===== src/hw/rtl/sld_pkg.sv =====
// ----------------------------------------------------------------------------
// sld_pkg
// Shared types and codes for the sync/length deframer.
// ----------------------------------------------------------------------------
package sld_pkg;

  // framing phase
  typedef enum logic [1:0] {
    PH_HUNT = 2'd0,
    PH_LEN  = 2'd1,
    PH_PAY  = 2'd2
  } phase_t;

  // byte kind codes on the result word
  localparam logic [1:0] KIND_SYNC = 2'd0;
  localparam logic [1:0] KIND_LEN  = 2'd1;
  localparam logic [1:0] KIND_PAY  = 2'd2;

  // configuration register indexes
  localparam logic [1:0] REG_SYNC_PATTERN = 2'd0;
  localparam logic [1:0] REG_SYNC_COUNT   = 2'd1;
  localparam logic [1:0] REG_LEN_FOUR     = 2'd2;
  localparam logic [1:0] REG_LEN_BIG      = 2'd3;

  localparam logic [2:0] LEN_BYTES_SHORT = 3'd2;
  localparam logic [2:0] LEN_BYTES_LONG  = 3'd4;

  typedef struct packed {
    logic [7:0] rx_byte;
  } in_word_t;

  typedef struct packed {
    logic [7:0]  data_byte;
    logic [1:0]  byte_kind;
    logic        frame_last;
    logic        length_error;
    logic [30:0] decoded_length;
  } out_word_t;

  typedef struct packed {
    logic [63:0] sync_pattern;
    logic [3:0]  sync_byte_count;
    logic        length_is_four_bytes;
    logic        length_big_endian;
  } cfg_t;

  typedef struct packed {
    logic      valid;
    out_word_t word;
  } res_t;

endpackage


===== src/hw/rtl/sld_cfg_regs.sv =====
// ----------------------------------------------------------------------------
// sld_cfg_regs
// Configuration register file for the deframer.
// ----------------------------------------------------------------------------
module sld_cfg_regs (
  input  logic          clk,
  input  logic          rst_n,
  input  logic          wr_en,
  input  logic [1:0]    wr_index,
  input  logic [63:0]   wr_data,
  output sld_pkg::cfg_t cfg
);

  sld_pkg::cfg_t cfg_r;

  always_ff @(posedge clk) begin
    if (!rst_n) begin
      cfg_r.sync_pattern         <= 64'd0;
      cfg_r.sync_byte_count      <= 4'd1;
      cfg_r.length_is_four_bytes <= 1'b0;
      cfg_r.length_big_endian    <= 1'b1;
    end else if (wr_en) begin
      case (wr_index)
        sld_pkg::REG_SYNC_PATTERN: cfg_r.sync_pattern         <= wr_data;
        sld_pkg::REG_SYNC_COUNT:   cfg_r.sync_byte_count      <= wr_data[3:0];
        sld_pkg::REG_LEN_FOUR:     cfg_r.length_is_four_bytes <= wr_data[0];
        sld_pkg::REG_LEN_BIG:      cfg_r.length_big_endian    <= wr_data[0];
        default: ;
      endcase
    end
  end

  assign cfg = cfg_r;

endmodule


===== config.mk =====
export PLATFORM = sky130hd
export DESIGN_NAME = sld_cfg_regs
export DESIGN_NICKNAME = d
export VERILOG_FILES = /design/src/hw/rtl/sld_pkg.sv /design/src/hw/rtl/sld_cfg_regs.sv
export SDC_FILE = /design/constraint.sdc
export NUM_CORES = 1
export LEC_CHECK = 0
export BUFFER_PORTS_ARGS = -buffer_cell sky130_fd_sc_hd__buf_4
export CORE_ASPECT_RATIO = 1.1
export CORE_MARGIN = 10
export CORE_UTILIZATION = 25
export CTS_CLUSTER_DIAMETER = 200
export CTS_CLUSTER_SIZE = 8
export DETAILED_ROUTE_END_ITERATION = 8
export SLEW_MARGIN = 25
export SYNTH_ARGS = -nofsm -noshare
export SYNTH_HDL_FRONTEND = slang
export SYNTH_SLANG_ARGS = --single-unit

===== constraint.sdc =====
create_clock -name clk -period 0.82 [get_ports clk]
set_clock_uncertainty 0.1 [all_clocks]
set_input_delay 0 -clock clk [delete_from_list [all_inputs] [get_ports clk]]
set_output_delay 0 -clock clk [all_outputs]
set_load 0.05 [all_outputs]

==> impl_metrics.tcl <==
set metrics [dict create \
    yosysSeqAreaShare 0.492 \
    syn_nets 370 \
    grt_max_degree 48 \
    start_util 0.259 \
    seqPwrFrac 0.405 \
    hold_path.class "in -> reg" \
    final_cells 681 \
    hpwl_mm 6.27 \
    crit_family "flip-flops" \
    worst_slew_pin_slew_ns 0.306 \
    numCtsBuffers 9 \
    rr_worst_depth 4 \
    antenna_found_initial 0 \
    ys_warn_count 0 \
    drt_iter0_drc 51 \
    ys_types 11 \
    fill_cells 922 \
    clock_latency_ns 0.33 \
    crit_path_start_kind "flop" \
    die_area_um2 16100 \
    cp_slowest_cell "dfxtp_2" \
    utilization 0.531 \
    rsz0062_at_grt "true" \
    synth.avg_cell_area_um2 9.46 \
    wl_per_cell_um 14.4 \
    worst_ep_arrival_time_ns 0.83 \
    die_w_um 122 \
    gr-usage-all-layers 0.118 \
    fmax_mhz 1070 \
    cp_max_fo 2 \
    timing.final.ws_setup_ns -0.111 \
    syn_to_final_growth_pct 105 \
    cts_tree "built" \
    rrSetupSlack_ns -0.05 \
    port_buffers 138 \
    drc 0 \
    synth_cells 301 \
    largest_reg_flops 70 \
    ios 139 \
    grt_pass1_vias 2958 \
    cts_max_path_buffers 2 \
    path_clk_slew_ns 0.06 \
    leakage_uw 0.00252 \
    via_per_inst 4.13 \
    worst_ep_required_time_ns 0.72 \
    timing.rr.start "cfg[44]" \
    netlist.area_leader.share 0.492 \
    place.gp.congestion 0.687 \
    die_h_um 132 \
    syn_area_um2 2850 \
    max-vdd-ir-drop_uv 1010 \
    ant_nets 0 \
    p_switching_uw 2350 \
    grt_pass1_wl_mm 15.2 \
    setup_tns_ns -6.66 \
    end_kind "output pin" \
    drive_gt1_frac 0.495 \
    path_cells "buf_8" \
    comb_power_share 0.207 \
    startpoint "cfg[44]" \
    h-tree-depth 3 \
    setup_violations 72 \
    maxSlewViolCount 0 \
    cts-root-buf "clkbuf_16" \
    yosys_register_bits 70 \
    wl_mm 9.79 \
    netlist.top_cell.by_area "dfxtp_1" \
    period_share 1.14 \
    vias 2810 \
    rows 40 \
    synth.area.top_cells "dfxtp_1 (49%), mux2i_1 (25%), nand2_1 (17%)" \
    dp.cells 575 \
    critical_path_cell_count 1 \
    timing.slew.headroom 0.795 \
    path_class "reg -> out" \
    cp_slowest_stage_delay_ns 0.36 \
    p_int_uw 6650 \
    finalHoldViolCount 0 \
    cts_sinks 70 \
    final_nets 597 \
    r2r-end "cfg[44]" \
    failed_checks "negative setup slack" \
    drv_cap 0 \
    path_buf_inv 1 \
    swShare 0.262 \
    dr.pass1.iters 4 \
    p_per_area_nw_per_um2 1540 \
    overflow 0 \
    status "complete, but fails checks" \
    fin_crit_ns 0.931 \
    crit_path_end "cfg[44]" \
    core_area_um2 11000 \
    clkPwrFrac 0.388 \
]
## Yosys cell counts
| library cell | instances |
|---|---|
| nand2_1 | 132 |
| buf_6 | 1 |
| buf_12 | 6 |
| nor3b_2 | 1 |
| buf_2 | 9 |
| dfxtp_1 | 70 |
| clkbuf_1 | 6 |
| mux2i_1 | 70 |
| nor2b_1 | 3 |
| nand3b_1 | 2 |
| nand3_1 | 1 |
## per-layer routing
layer / track usage / share of wire / vias up / routed length, µm
li1: - / - / 1428 / -
met1: 0.128 / 0.39 / 1286 / 3790
met2: 0.196 / 0.51 / 85 / 5030
met3: 0.0531 / 0.085 / 11 / 831
met4: 0.0418 / 0.014 / 0 / 139
met5: 0 / 0 / - / 0
## kinds of logic after synthesis
logic type    Yosys count  synth area share
buf+inv                22            0.0699
flops                  70             0.492
mux                    70             0.246
simple gates          139             0.192
## cell type report
class	count	area, µm²	area share
Antenna cell	1	2.50	0.000428
Clock buffer	14	254	0.0434
Clock inverter	2	10.0	0.00171
Multi-Input combinational cell	209	1280	0.218
Sequential cell	70	1510	0.258
Tap cell	147	184	0.0314
Timing Repair Buffer	238	2610	0.447
## worst min-delay path by stage
stage / to / startpoint / slack (ns) / depth (start not counted)
finish: cfg[0] / wr_index[1] / 0.006 / 4
global route: cfg[0] / wr_index[1] / 0.008 / 4
CTS: cfg[0] / wr_index[1] / -0.003 / 4
detailed placement: cfg[42] / wr_data[36] / 0.16 / 3
global placement: cfg[61] / wr_data[55] / 0.15 / 3
floorplan: cfg[61] / wr_data[55] / 0.03 / 2
## stage by stage
stage	total power, µW	cell area [µm²]	hold slack [ns]	setup WS, ns
floorplan	4480	2960	0.0316	-0.0517
global placement	5000	4140	0.149	-0.279
detailed placement	5020	4140	0.158	-0.337
CTS	9040	5640	-0.00346	-0.124
global route	9410	5850	0.00803	-0.146
finish	9000	5850	0.00606	-0.111
## power groups by stage
stage / combinational [µW] / sequential, µW / clock (µW)
2_1_floorplan: 402 / 4080 / 0
3_3_place_gp: 1340 / 3660 / 0
3_5_place_dp: 1360 / 3660 / 0
4_1_cts: 1790 / 3640 / 3610
5_1_grt: 1990 / 3650 / 3770
6_report: 1860 / 3640 / 3500
## what timing repair did
action,CTS,global route
resized for setup,140,16
gates cloned,0,2
hold endpoints to repair,70,0
pin swaps,0,1
hold buffers,64,0
setup buffers,9,14
endpoints found under the setup margin,70,97
## layout by cell type (no fill, tap or decap), drive strengths merged
| cell | count |
|---|---|
| diode | 1 |
| nor2b | 3 |
| dfxtp | 70 |
| clkbuf | 16 |
| buf | 172 |
| dlygate4sd3 | 64 |
| nor3b | 1 |
| clkinv | 2 |
| nand3b | 2 |
| nand3 | 1 |
| mux2i | 70 |
| nand2 | 132 |
Note: power is estimated with default switching activity, not from simulation.
