--- src/hw/rtl/sld_pkg.sv ---
// ----------------------------------------------------------------------------
// sld_pkg
// Shared types and codes for the sync/length deframer.
// ----------------------------------------------------------------------------
package sld_pkg;

  // framing phase
  typedef enum logic [1:0] {
    PH_HUNT = 2'd0,
    PH_LEN  = 2'd1,
    PH_PAY  = 2'd2
  } phase_t;

  // byte kind codes on the result word
  localparam logic [1:0] KIND_SYNC = 2'd0;
  localparam logic [1:0] KIND_LEN  = 2'd1;
  localparam logic [1:0] KIND_PAY  = 2'd2;

  // configuration register indexes
  localparam logic [1:0] REG_SYNC_PATTERN = 2'd0;
  localparam logic [1:0] REG_SYNC_COUNT   = 2'd1;
  localparam logic [1:0] REG_LEN_FOUR     = 2'd2;
  localparam logic [1:0] REG_LEN_BIG      = 2'd3;

  localparam logic [2:0] LEN_BYTES_SHORT = 3'd2;
  localparam logic [2:0] LEN_BYTES_LONG  = 3'd4;

  typedef struct packed {
    logic [7:0] rx_byte;
  } in_word_t;

  typedef struct packed {
    logic [7:0]  data_byte;
    logic [1:0]  byte_kind;
    logic        frame_last;
    logic        length_error;
    logic [30:0] decoded_length;
  } out_word_t;

  typedef struct packed {
    logic [63:0] sync_pattern;
    logic [3:0]  sync_byte_count;
    logic        length_is_four_bytes;
    logic        length_big_endian;
  } cfg_t;

  typedef struct packed {
    logic      valid;
    out_word_t word;
  } res_t;

endpackage

--- src/hw/rtl/sld_engine.sv ---
// ----------------------------------------------------------------------------
// sld_engine
// Framing state and the per-byte step: sync hunt, length gather, payload.
// ----------------------------------------------------------------------------
module sld_engine #(
  parameter int MAX_SYNC_BYTES = 8
) (
  input  logic          clk,
  input  logic          rst_n,
  input  sld_pkg::cfg_t cfg,
  input  logic          adv,
  input  logic [7:0]    rx_byte,
  output sld_pkg::res_t res
);

  localparam int MW = $clog2(MAX_SYNC_BYTES + 1);
  localparam logic [3:0] MAX_CNT = 4'(MAX_SYNC_BYTES);

  sld_pkg::phase_t phase_r, phase_nxt;
  logic [MW-1:0]   matched_r, matched_nxt;
  logic [2:0]      seen_r, seen_nxt;
  logic [31:0]     gather_r, gather_nxt;
  logic [30:0]     left_r, left_nxt;

  logic [3:0]  cnt;
  logic [3:0]  matched_ext;
  logic [3:0]  m_new;
  logic [2:0]  pos;
  logic [63:0] pat_sh;
  logic [7:0]  want;
  logic        hit, hit0;
  logic        do_len;
  logic [2:0]  seen_e;
  logic [31:0] gather_e;
  logic [1:0]  seen2;
  logic [2:0]  seen_new;
  logic [2:0]  need;
  logic [31:0] g;
  logic [30:0] left_dec;

  always_comb begin
    cnt         = (cfg.sync_byte_count > MAX_CNT) ? MAX_CNT : cfg.sync_byte_count;
    matched_ext = 4'(matched_r);
    pos         = matched_ext[2:0];
    pat_sh      = cfg.sync_pattern >> {pos, 3'b000};
    want        = pat_sh[7:0];
    hit         = (rx_byte == want);
    hit0        = (rx_byte == cfg.sync_pattern[7:0]);
    m_new       = (hit ? matched_ext : 4'd0) + 4'd1;
    left_dec    = (left_r != 31'd0) ? (left_r - 31'd1) : 31'd0;
    need        = cfg.length_is_four_bytes ? sld_pkg::LEN_BYTES_LONG
                                           : sld_pkg::LEN_BYTES_SHORT;

    phase_nxt   = phase_r;
    matched_nxt = matched_r;
    seen_nxt    = seen_r;
    gather_nxt  = gather_r;
    left_nxt    = left_r;
    do_len      = 1'b0;
    seen_e      = seen_r;
    gather_e    = gather_r;

    res.valid                    = 1'b0;
    res.word.data_byte           = rx_byte;
    res.word.byte_kind           = sld_pkg::KIND_SYNC;
    res.word.frame_last          = 1'b0;
    res.word.length_error        = 1'b0;
    res.word.decoded_length      = 31'd0;

    case (phase_r)
      sld_pkg::PH_PAY: begin
        res.valid           = 1'b1;
        res.word.byte_kind  = sld_pkg::KIND_PAY;
        res.word.frame_last = (left_dec == 31'd0);
        left_nxt            = left_dec;
        if (left_dec == 31'd0) begin
          phase_nxt   = sld_pkg::PH_HUNT;
          matched_nxt = '0;
          seen_nxt    = 3'd0;
          gather_nxt  = 32'd0;
        end
      end
      sld_pkg::PH_LEN: begin
        do_len = 1'b1;
      end
      default: begin
        // hunting; an unused phase code behaves the same
        phase_nxt = sld_pkg::PH_HUNT;
        if (matched_ext < cnt) begin
          if (hit || hit0) begin
            // a mismatch that still matches byte 0 restarts the match
            res.valid   = 1'b1;
            matched_nxt = MW'(m_new);
            if (m_new >= cnt) begin
              phase_nxt  = sld_pkg::PH_LEN;
              seen_nxt   = 3'd0;
              gather_nxt = 32'd0;
            end
          end else begin
            matched_nxt = '0;
          end
        end else begin
          // sync word complete (or none): this byte opens the length field
          do_len   = 1'b1;
          seen_e   = 3'd0;
          gather_e = 32'd0;
        end
      end
    endcase

    seen2    = seen_e[1:0];
    seen_new = 3'(seen2) + 3'd1;
    if (cfg.length_big_endian) begin
      g = {gather_e[23:0], rx_byte};
    end else begin
      g = gather_e | (32'(rx_byte) << {seen2, 3'b000});
    end

    if (do_len) begin
      res.valid          = 1'b1;
      res.word.byte_kind = sld_pkg::KIND_LEN;
      if (seen_new >= need) begin
        matched_nxt = '0;
        seen_nxt    = 3'd0;
        gather_nxt  = 32'd0;
        if (g == 32'd0 || g[31]) begin
          res.word.length_error = 1'b1;
          phase_nxt             = sld_pkg::PH_HUNT;
          left_nxt              = 31'd0;
        end else begin
          res.word.decoded_length = g[30:0];
          phase_nxt               = sld_pkg::PH_PAY;
          left_nxt                = g[30:0];
        end
      end else begin
        phase_nxt  = sld_pkg::PH_LEN;
        seen_nxt   = seen_new;
        gather_nxt = g;
      end
    end
  end

  always_ff @(posedge clk) begin
    if (!rst_n) begin
      phase_r   <= sld_pkg::PH_HUNT;
      matched_r <= '0;
      seen_r    <= 3'd0;
      gather_r  <= 32'd0;
      left_r    <= 31'd0;
    end else if (adv) begin
      phase_r   <= phase_nxt;
      matched_r <= matched_nxt;
      seen_r    <= seen_nxt;
      gather_r  <= gather_nxt;
      left_r    <= left_nxt;
    end
  end

endmodule

--- config.mk ---
export PLATFORM = sky130hd
export DESIGN_NAME = sld_engine
export DESIGN_NICKNAME = d
export VERILOG_FILES = /design/src/hw/rtl/sld_pkg.sv /design/src/hw/rtl/sld_engine.sv
export SDC_FILE = /design/constraint.sdc
export NUM_CORES = 1
export LEC_CHECK = 0
export ABC_AREA = 1
export BUFFER_PORTS_ARGS = -buffer_cell sky130_fd_sc_hd__buf_4
export CORE_UTILIZATION = 58
export CTS_CLUSTER_SIZE = 24
export DETAILED_ROUTE_END_ITERATION = 7
export GPL_TIMING_DRIVEN = 1
export PLACE_DENSITY = 0.82
export SYNTH_ARGS = -nofsm -noshare
export SYNTH_HDL_FRONTEND = slang
export SYNTH_SLANG_ARGS = --single-unit
export TNS_END_PERCENT = 100
--- constraint.sdc ---
create_clock -name clk -period 4.5 [get_ports clk]
set_input_delay 0.675 -clock clk [delete_from_list [all_inputs] [get_ports clk]]
set_output_delay 0.675 -clock clk [all_outputs]
set_load 0.1 [all_outputs]
==> impl_metrics.env, run 1 <==
export IMPL_min_period_over_period=0.959
export IMPL_drtIter0Drc=876
export IMPL_cts_tree="done"
export IMPL_detail_route_first_pass_iterations=5
export IMPL_grt_usage=0.361
export IMPL_cp_max_fo=29
export IMPL_synthArstFlopShare=0
export IMPL_p_leak_nw=4.27
export IMPL_grt_pass1_wl_um=37700
export IMPL_place_congestion=0.937
export IMPL_min_period_ns=4.31
export IMPL_seq_area_um2=1420
export IMPL_route_antenna_remaining_nets=0
export IMPL_r2r_slack_ns=0.29
export IMPL_vias=8844
export IMPL_fin_util=0.715
export IMPL_avgSynthCellArea_um2=5.64
export IMPL_top_level_ports=125
export IMPL_dp_cells=1545
export IMPL_critPathArrivalTime_ns=3.64
export IMPL_synth_edf_count=0
export IMPL_cts_buffers=9
export IMPL_n_antenna_cell=0
export IMPL_setup_viol=0
export IMPL_cp_cell_sequence="buf_4 -> nor3_1 -> o21ai_0 -> ha_1 -> nand2_1 -> nand2_1 -> nand2_1 -> nand2_2 -> nand2_4 -> nand2_1 -> inv_1 -> fa_1 -> nor2_1 -> nand2_1 -> nand2_1 -> inv_1 -> nor2_2 -> buf_12 -> nand2_1 -> nor2_1 -> buf_4"
export IMPL_cts_root_buf="clkbuf_16"
export IMPL_dieArea_um2=13200
export IMPL_dp_hpwl_um=17100
export IMPL_synth_top_cell_area_share=0.193
export IMPL_design_area_um2=8730
export IMPL_pwr_density_cell_nw_per_um2=237
export IMPL_ys_warn_count=0
export IMPL_cts_reportedPaths_clkPinSlew_ns=0.05
export IMPL_path_common_cell="nand2_1"
export IMPL_die_h_um=115
export IMPL_end_kind="output pin"
export IMPL_grt_pass1_vias=7706
export IMPL_cts_hold_buf=0
export IMPL_layout_drive_gt1_share=0.160
export IMPL_rows=40
export IMPL_slew_viol_final=0
export IMPL_drt_vias_per_instance=5.64
export IMPL_rr_endpoint="gather_r[14]"
export IMPL_crit_type="primary input to output pin"
export IMPL_routedWlPerCell_um=15.2
export IMPL_holdCritPathClass="register to register"
export IMPL_drt_wl_total_um=23800
export IMPL_skew_ns=0.00975
export IMPL_status="finished, final reports clean"
export IMPL_worstHoldPathCells=2
export IMPL_ys_seq_area_frac=0.193
export IMPL_cts_sinks=71
export IMPL_start_kind="primary input"
export IMPL_worst_slew_margin_rel=0.371
export IMPL_setup_tns_final_ns=0
export IMPL_cp_slowest_cell="fa_1"
export IMPL_start_util=0.604
export IMPL_holdPathEnd="gather_r[11]"
export IMPL_globalRouteOverflowTotal=0
export IMPL_synth_area_um2=7370
export IMPL_fmax_ghz=0.232
export IMPL_synth_distinct_cells=45
export IMPL_syn2layout_area_growth_pct=18.4
export IMPL_hold_viol=0
export IMPL_grt_antenna_before_repair=0
export IMPL_critPathRequiredTime_ns=3.83
export IMPL_synth_largest_area_cell="dfxtp_1"
export IMPL_place_area_um2=8340
export IMPL_drc_errors=0
export IMPL_synth_nets=1403
export IMPL_n_fill_cell=1147
export IMPL_multi_input_area_um2=5020
export IMPL_syn_inst=1307
export IMPL_final_nets=1491
export IMPL_clk_insertion_delay_late_ns=0.35
export IMPL_whs_ns=0.466
export IMPL_slowest_delay_ns=0.41
export IMPL_max_slew_worst_pin_slew_ns=0.943
export IMPL_min_from="gather_r[11]"
export IMPL_cts_buffer_depth=2
export IMPL_core_area_um2=12200
export IMPL_reg2reg_depth=28
export IMPL_fp_dieW_um=115
export IMPL_grt_max_degree=80
export IMPL_synth_seq_cells=71
export IMPL_ys_flop_type="dfxtp_1"
export IMPL_synthTopCellsByArea="dfxtp_1, nand2_1, nor2_1, a21oi_1, o21ai_0"
export IMPL_ir_worst_vdd_mv=0.242
export IMPL_timing_rr_start="matched_ext[1]"
export IMPL_cap_violations=0
export IMPL_io_buffers=124
export IMPL_htreeDepth=3
export IMPL_layout_cells_non_filler=1568
==> how the worst max path moves through the flow <==
stage                       from         to  cells after the start
after floorplan           cfg[2]     res[0]                     20
after global placement    cfg[9]  seen_r[1]                     29
after detailed placement  cfg[9]  seen_r[1]                     29
after CTS                 cfg[2]     res[8]                     22
after global routing      cfg[2]     res[2]                     21
final                     cfg[2]    res[30]                     21
==> Yosys cell counts, types with 13 or more instances <==
cell type    n
a21oi_1    128
buf_2       19
buf_4       13
buf_6       14
clkbuf_1    41
dfxtp_1     71
ha_1        14
inv_1      110
nand2_1    374
nand3_1     71
nand3b_1    22
nand4_1     42
nor2_1     193
o21ai_0     84
xor2_1      23
==> layer usage <==
layer | vias to the layer above | part of all wire | global-route usage
li1 | 4398 | - | -
met1 | 4000 | 0.44 | 0.491
met2 | 384 | 0.45 | 0.577
met3 | 62 | 0.079 | 0.0627
met4 | 0 | 0.029 | 0.123
met5 | - | 0 | 0
==> cell type report <==
type,instances,share of cell area
Multi-Input combinational cell,1030,0.575
Sequential cell,71,0.163
Timing Repair Buffer,166,0.157
Inverter,117,0.0510
Clock buffer,13,0.0275
Tap cell,168,0.0241
Clock inverter,3,0.00229
==> state kept, by name (all words and copies together), names as in the netlist <==
| register | cells |
|---|---|
| gather_r | 32 |
| left_r | 31 |
| matched_ext | 4 |
| phase_r | 2 |
| seen_r | 2 |
==> power by group <==
part           total (mW)  switching [mW]  internal (mW)
Combinational       0.724           0.472          0.252
Clock               0.662           0.289          0.373
Sequential          0.678          0.0288          0.649
Total                2.06           0.790           1.27
==> what timing repair did <==
item	4_1_cts	5_1_grt
gates resized for setup	0	10
setup endpoints to repair	0	63
setup buffers	0	5
==> per-stage QoR <==
step / setup WS, ns / total power [mW]
after floorplan: -0.421 / 1.20
after global placement: 0.177 / 1.37
after detailed placement: 0.101 / 1.38
after CTS: 0.142 / 2.03
after global routing: -0.0388 / 2.16
final: 0.186 / 2.06
==> placed cells by master (no fill, tap or decap), drive strengths merged, types with 6 or more instances in the layout <==
master	count
nor2	206
o21ai	85
nor3	9
nand4	43
o22ai	8
nand3b	22
inv	113
dfxtp	71
nand2	382
buf	165
a21oi	128
xor2	23
or2	6
ha	14
nand3	78
clkbuf	14
o211ai	7
==> logic make-up after synthesis <==
logic type               Yosys count  synth area share
AND/OR/NAND/NOR                  750             0.449
XOR/XNOR                          27            0.0321
AO/OA/AOI/OAI                    237             0.170
buffers and inverters            207             0.130
adder cells (fa/ha/maj)           15            0.0265
flip-flops                        71             0.193
==> worst max-delay path: cells and delay by family <==
family                     cells  cell delay, ns
AOI/OAI and AO/OA              1            0.14
and+or+nand+nor               13            1.37
buffers and inverters          5            0.76
adders and majority gates      2            0.70
No activity file was read; power rests on OpenSTA's default activity.
==> inputs of run 2 (changes only) <==
CELL_PAD_IN_SITES_DETAIL_PLACEMENT = 2   (was unset)
CELL_PAD_IN_SITES_GLOBAL_PLACEMENT = 2   (was unset)
CORE_UTILIZATION = 29   (was 58)
PLACE_DENSITY = unset   (was 0.82)
PLACE_DENSITY_LB_ADDON = 0.1   (was unset)
==> run 2 against run 1 <==
Against the previous run: design area grew 7.8%; sequential share of layout area shrank 1.2 points; sequential cell count unchanged; register-to-register slack better by 0.13 ns; utilization shrank 33 points; worst hold slack better by 0.0084 ns; clock power rose by 19%.
==> impl_metrics.env, run 2 (synthesized netlist as in run 1, its figures left out) <==
export IMPL_status="finished, final reports clean"
export IMPL_cts_root_buf="clkbuf_16"
export IMPL_layout_cells_non_filler=1758
export IMPL_start_kind="primary input"
export IMPL_crit_type="primary input to output pin"
export IMPL_detail_route_first_pass_iterations=5
export IMPL_critPathArrivalTime_ns=3.65
export IMPL_multi_input_area_um2=5050
export IMPL_cp_max_fo=24
export IMPL_final_cell_mix="nand2_1, nor2_1, buf_4"
export IMPL_dpl_worst_slack_ns=-0.0548
export IMPL_drt_wl_total_um=34200
export IMPL_seq_area_um2=1420
export IMPL_holdCritPathClass="register to register"
export IMPL_path_buf_inv=6
export IMPL_largest_reg_flops=32
export IMPL_top_level_ports=125
export IMPL_drtIter0Drc=435
export IMPL_grt_usage=0.259
export IMPL_p_leak_nw=4.50
export IMPL_final_nets=1525
export IMPL_fmax_ghz=0.231
export IMPL_fin_total_pwr_mw=2.28
export IMPL_cts_hold_buf=0
export IMPL_die_h_um=161
export IMPL_syn2layout_area_growth_pct=27.5
export IMPL_n_fill_cell=3142
export IMPL_cts_buffers=9
export IMPL_cp_cell_sequence="buf_4 -> nor3_2 -> o21ai_1 -> ha_1 -> nand2_1 -> nand2_1 -> nand2_1 -> nand2_2 -> nand2_8 -> buf_12 -> buf_4 -> nand4_1 -> nand3_1 -> nand2_1 -> nand2_1 -> nor2_1 -> nand2_1 -> nor2_4 -> a21boi_4 -> buf_12 -> nand3b_1 -> inv_1 -> buf_6"
export IMPL_grt_pass1_vias=9624
export IMPL_slowest_delay_ns=0.29
export IMPL_slew_viol_final=0
export IMPL_rows=57
export IMPL_min_period_ns=4.33
export IMPL_globalRouteOverflowTotal=0
export IMPL_critPathRequiredTime_ns=3.83
export IMPL_min_period_over_period=0.961
export IMPL_clk_insertion_delay_late_ns=0.35
export IMPL_path_common_cell="nand2_1"
export IMPL_dp_hpwl_um=25600
export IMPL_drc_errors=0
export IMPL_cts_sinks=71
export IMPL_drt_vias_per_instance=5.22
export IMPL_fp_dieW_um=161
export IMPL_dp_cells=1733
export IMPL_whs_ns=0.474
export IMPL_skew_ns=0.00984
export IMPL_cts_reportedPaths_clkPinSlew_ns=0.06
export IMPL_cts_tree="done"
export IMPL_start_util=0.300
export IMPL_core_area_um2=24600
export IMPL_ir_worst_vdd_mv=0.158
export IMPL_cap_violations=0
export IMPL_layout_drive_gt1_share=0.188
export IMPL_grt_pass1_wl_um=52900
export IMPL_worst_slew_margin_rel=0.404
export IMPL_end_kind="output pin"
export IMPL_layout_commonest_cell="nand2_1"
export IMPL_vias=9177
export IMPL_hold_viol=0
export IMPL_pwr_density_cell_nw_per_um2=242
export IMPL_fin_ws_ns=0.174
export IMPL_cp_slowest_cell="ha_1"
export IMPL_htreeDepth=3
export IMPL_largest_register="gather_r"
export IMPL_grt_max_degree=53
export IMPL_route_antenna_remaining_nets=0
export IMPL_cts_buffer_depth=2
export IMPL_routedWlPerCell_um=19.4
export IMPL_path_delay_family="simple AND/OR/NAND/NOR gates"
export IMPL_place_congestion=0.842
export IMPL_grt_antenna_before_repair=0
export IMPL_io_buffers=124
export IMPL_n_antenna_cell=0
export IMPL_max_slew_worst_pin_slew_ns=0.893
export IMPL_dieArea_um2=26100
export IMPL_setup_viol=0
run 2: area by class of cell:
class	count	area share
flip-flops and latches	71	0.151
clock inverters	4	0.00546
clock buffers	12	0.0283
multi-input cells	1030	0.537
inverters	117	0.0474
repair buffers	200	0.187
well taps	324	0.0431
run 2: power by group:
part / switching [mW] / leakage [nW] / internal (mW)
Combinational: 0.527 / 3.77 / 0.279
Sequential: 0.0310 / 0.577 / 0.649
Clock: 0.314 / 0.155 / 0.477
Total: 0.872 / 4.50 / 1.40
run 2: worst paths after layout:
check / cells past startpoint / slack [ns] / start / to
worst max-delay path: 23 / 0.17 / cfg[2] / res[19]
worst min-delay path: 2 / 0.47 / gather_r[29] / gather_r[29]
worst max register to register: 30 / 0.42 / matched_ext[1] / gather_r[19]
worst min register to register: 2 / 0.47 / gather_r[29] / gather_r[29]
run 2: routing by layer:
layer | GRT usage | vias up | share of wire
met2 | 0.457 | 137 | 0.49
met1 | 0.332 | 4535 | 0.46
met5 | 0 | - | 0
met4 | 0.0690 | 0 | 0.022
met3 | 0.0293 | 36 | 0.027
li1 | - | 4469 | -
run 2: metrics by stage:
stage	instance area [um^2]	setup TNS [ns]	utilization
after global routing	9400	-0.0429	0.382
after global placement	8800	0	0.357
after detailed placement	8800	-0.230	0.357
after CTS	9120	0	0.371
final	9400	0	0.382
after floorplan	7370	-2.60	-
run 2: repair_timing:
item,in CTS,in global routing
setup endpoints to repair,16,61
cloned,0,2
resized for setup,2,42
buffers inserted,0,7
pin swaps,0,3
run 2: worst register-to-register path: cells and delay by family, from the launching register on:
kind / cells / cell delay (ns)
simple gates: 15 / 1.20
buf+inv: 7 / 0.84
compound gates: 5 / 0.76
fa+ha+maj: 2 / 0.46
flops: 1 / 0.43
xor+xnor: 1 / 0.34
==> inputs of run 3 (changes only) <==
MAX_ROUTING_LAYER = met4   (was unset)
PLACE_DENSITY = 0.78   (was unset)
PLACE_DENSITY_LB_ADDON = unset   (was 0.1)
==> run 3 against run 2 <==
Against the previous run: the flow now finishes with violations (negative setup slack); global-route usage increased by 0.96 points; largest power group is now the clock network; critical path type unchanged; worst setup slack worse by 0.27 ns; power up 5.5%; clock skew decreased by 0.00067 ns; worst hold slack better by 0.0014 ns; via count rose by 6.6%; non-clock buffer count fell by 1.
==> impl_metrics.env, run 3 (synthesized netlist as in run 1, its figures left out) <==
export IMPL_status="finished with violations"
export IMPL_violations="negative setup slack"
export IMPL_place_congestion=0.879
export IMPL_globalRouteOverflowTotal=0
export IMPL_crit_type="primary input to output pin"
export IMPL_design_area_um2=9530
export IMPL_htreeDepth=3
export IMPL_hold_viol=0
export IMPL_grt_pass1_vias=9740
export IMPL_largest_reg_flops=32
export IMPL_dieArea_um2=26100
export IMPL_cts_hold_buf=0
export IMPL_cts_root_buf="clkbuf_16"
export IMPL_top_level_ports=125
export IMPL_drt_wl_total_um=41200
export IMPL_n_antenna_cell=0
export IMPL_pwr_density_cell_nw_per_um2=252
export IMPL_n_fill_cell=3094
export IMPL_route_antenna_remaining_nets=0
export IMPL_clk_insertion_delay_late_ns=0.36
export IMPL_start_kind="primary input"
export IMPL_grt_max_degree=72
export IMPL_grt_usage=0.269
export IMPL_final_nets=1524
export IMPL_min_period_ns=4.60
export IMPL_detail_route_first_pass_iterations=4
export IMPL_grt_antenna_before_repair=2
export IMPL_cts_buffer_depth=2
export IMPL_worst_slew_margin_rel=0.616
export IMPL_drtIter0Drc=659
export IMPL_max_slew_worst_pin_slew_ns=0.572
export IMPL_start_util=0.300
export IMPL_syn2layout_area_growth_pct=29.3
export IMPL_layout_drive_gt1_share=0.196
export IMPL_routedWlPerCell_um=23.4
export IMPL_p_leak_nw=4.51
export IMPL_dpl_worst_slack_ns=-0.0465
export IMPL_skew_ns=0.00917
export IMPL_cap_violations=0
export IMPL_cts_sinks=71
export IMPL_dp_hpwl_um=25500
export IMPL_cp_max_fo=6
export IMPL_core_area_um2=24600
export IMPL_fp_dieW_um=161
export IMPL_min_period_over_period=1.02
export IMPL_final_cell_mix="nand2_1, nor2_1, buf_4"
export IMPL_fin_ws_ns=-0.0981
export IMPL_io_buffers=124
export IMPL_fmax_ghz=0.217
export IMPL_critPathArrivalTime_ns=3.92
export IMPL_die_h_um=161
export IMPL_cts_reportedPaths_clkPinSlew_ns=0.06
export IMPL_end_kind="output pin"
export IMPL_grt_pass1_wl_um=53600
export IMPL_layout_commonest_cell="nand2_1"
export IMPL_critPathRequiredTime_ns=3.83
export IMPL_drt_vias_per_instance=5.57
export IMPL_ir_worst_vdd_mv=0.140
export IMPL_cts_buffers=9
export IMPL_drc_errors=0
export IMPL_cts_tree="done"
export IMPL_largest_register="gather_r"
export IMPL_vias=9787
export IMPL_slew_viol_final=0
export IMPL_holdCritPathClass="register to register"
export IMPL_place_area_um2=8620
export IMPL_setup_viol=19
export IMPL_rows=57
==> run 3: worst paths after layout <==
path,startpoint,endpoint,slack [ns],cells past startpoint
setup / recovery,cfg[2],res[15],-0.1,22
hold reg to reg,gather_r[24],gather_r[24],0.48,2
setup reg to reg,matched_ext[0],gather_r[7],0.04,30
hold / removal,gather_r[24],gather_r[24],0.48,2
==> run 3: area by class of cell <==
type / instances / area, um^2 / share of cell area
Clock buffer: 10 / 229 / 0.0240
Clock inverter: 6 / 109 / 0.0114
Inverter: 117 / 449 / 0.0471
Multi-Input combinational cell: 1030 / 5080 / 0.533
Sequential cell: 71 / 1420 / 0.149
Tap cell: 324 / 405 / 0.0425
Timing Repair Buffer: 199 / 1840 / 0.193
==> run 3: metrics by stage <==
stage          hold WS (ns)  std cells  TNS (ns)   util  total power [mW]
3_3_place_gp          0.455       1716         0  0.350              1.43
3_5_place_dp          0.461       1716    -0.233  0.350              1.45
2_1_floorplan         0.443       1307     -2.60      -              1.20
4_1_cts               0.470       1732         0  0.365              2.32
5_1_grt               0.504       1757     -6.94  0.387              2.50
6_report              0.476       1757    -0.714  0.387              2.40
==> run 3: metal layers <==
| metal | share of wire | track usage |
|---|---|---|
| met4 | 0.036 | 0.0630 |
| met2 | 0.50 | 0.468 |
| met5 | 0 | - |
| met1 | 0.42 | 0.330 |
| met3 | 0.042 | 0.0306 |
==> run 3: report_power, final <==
part	switching, mW	internal, mW
registers	0.0360	0.649
logic	0.580	0.269
clock network	0.326	0.542
total	0.943	1.46
==> run 3: worst max-delay path: stages <==
cell       delay, ns
buf_4           0.12
nor3_2          0.16
o21ai_1         0.11
ha_1            0.29
nand2_1         0.09
nand2_1         0.07
nand2_1         0.07
nand2_2         0.08
nand2_4         0.13
nand2_2         0.11
inv_2           0.10
fa_1            0.44
nor2_1          0.12
nand2_1         0.07
nand2_2         0.09
inv_1           0.08
nor2_4          0.24
buf_4           0.18
clkbuf_16       0.14
nand3b_1        0.20
inv_2           0.15
buf_12          0.18
==> run 3: repair_timing <==
item / in CTS / in global routing
setup buffers: 0 / 19
resized for setup: 4 / 73
endpoints found under the setup margin: 4 / 66
gates cloned: 0 / 6
pin swaps: 1 / 8
endpoints found under the hold margin: 0 / 0
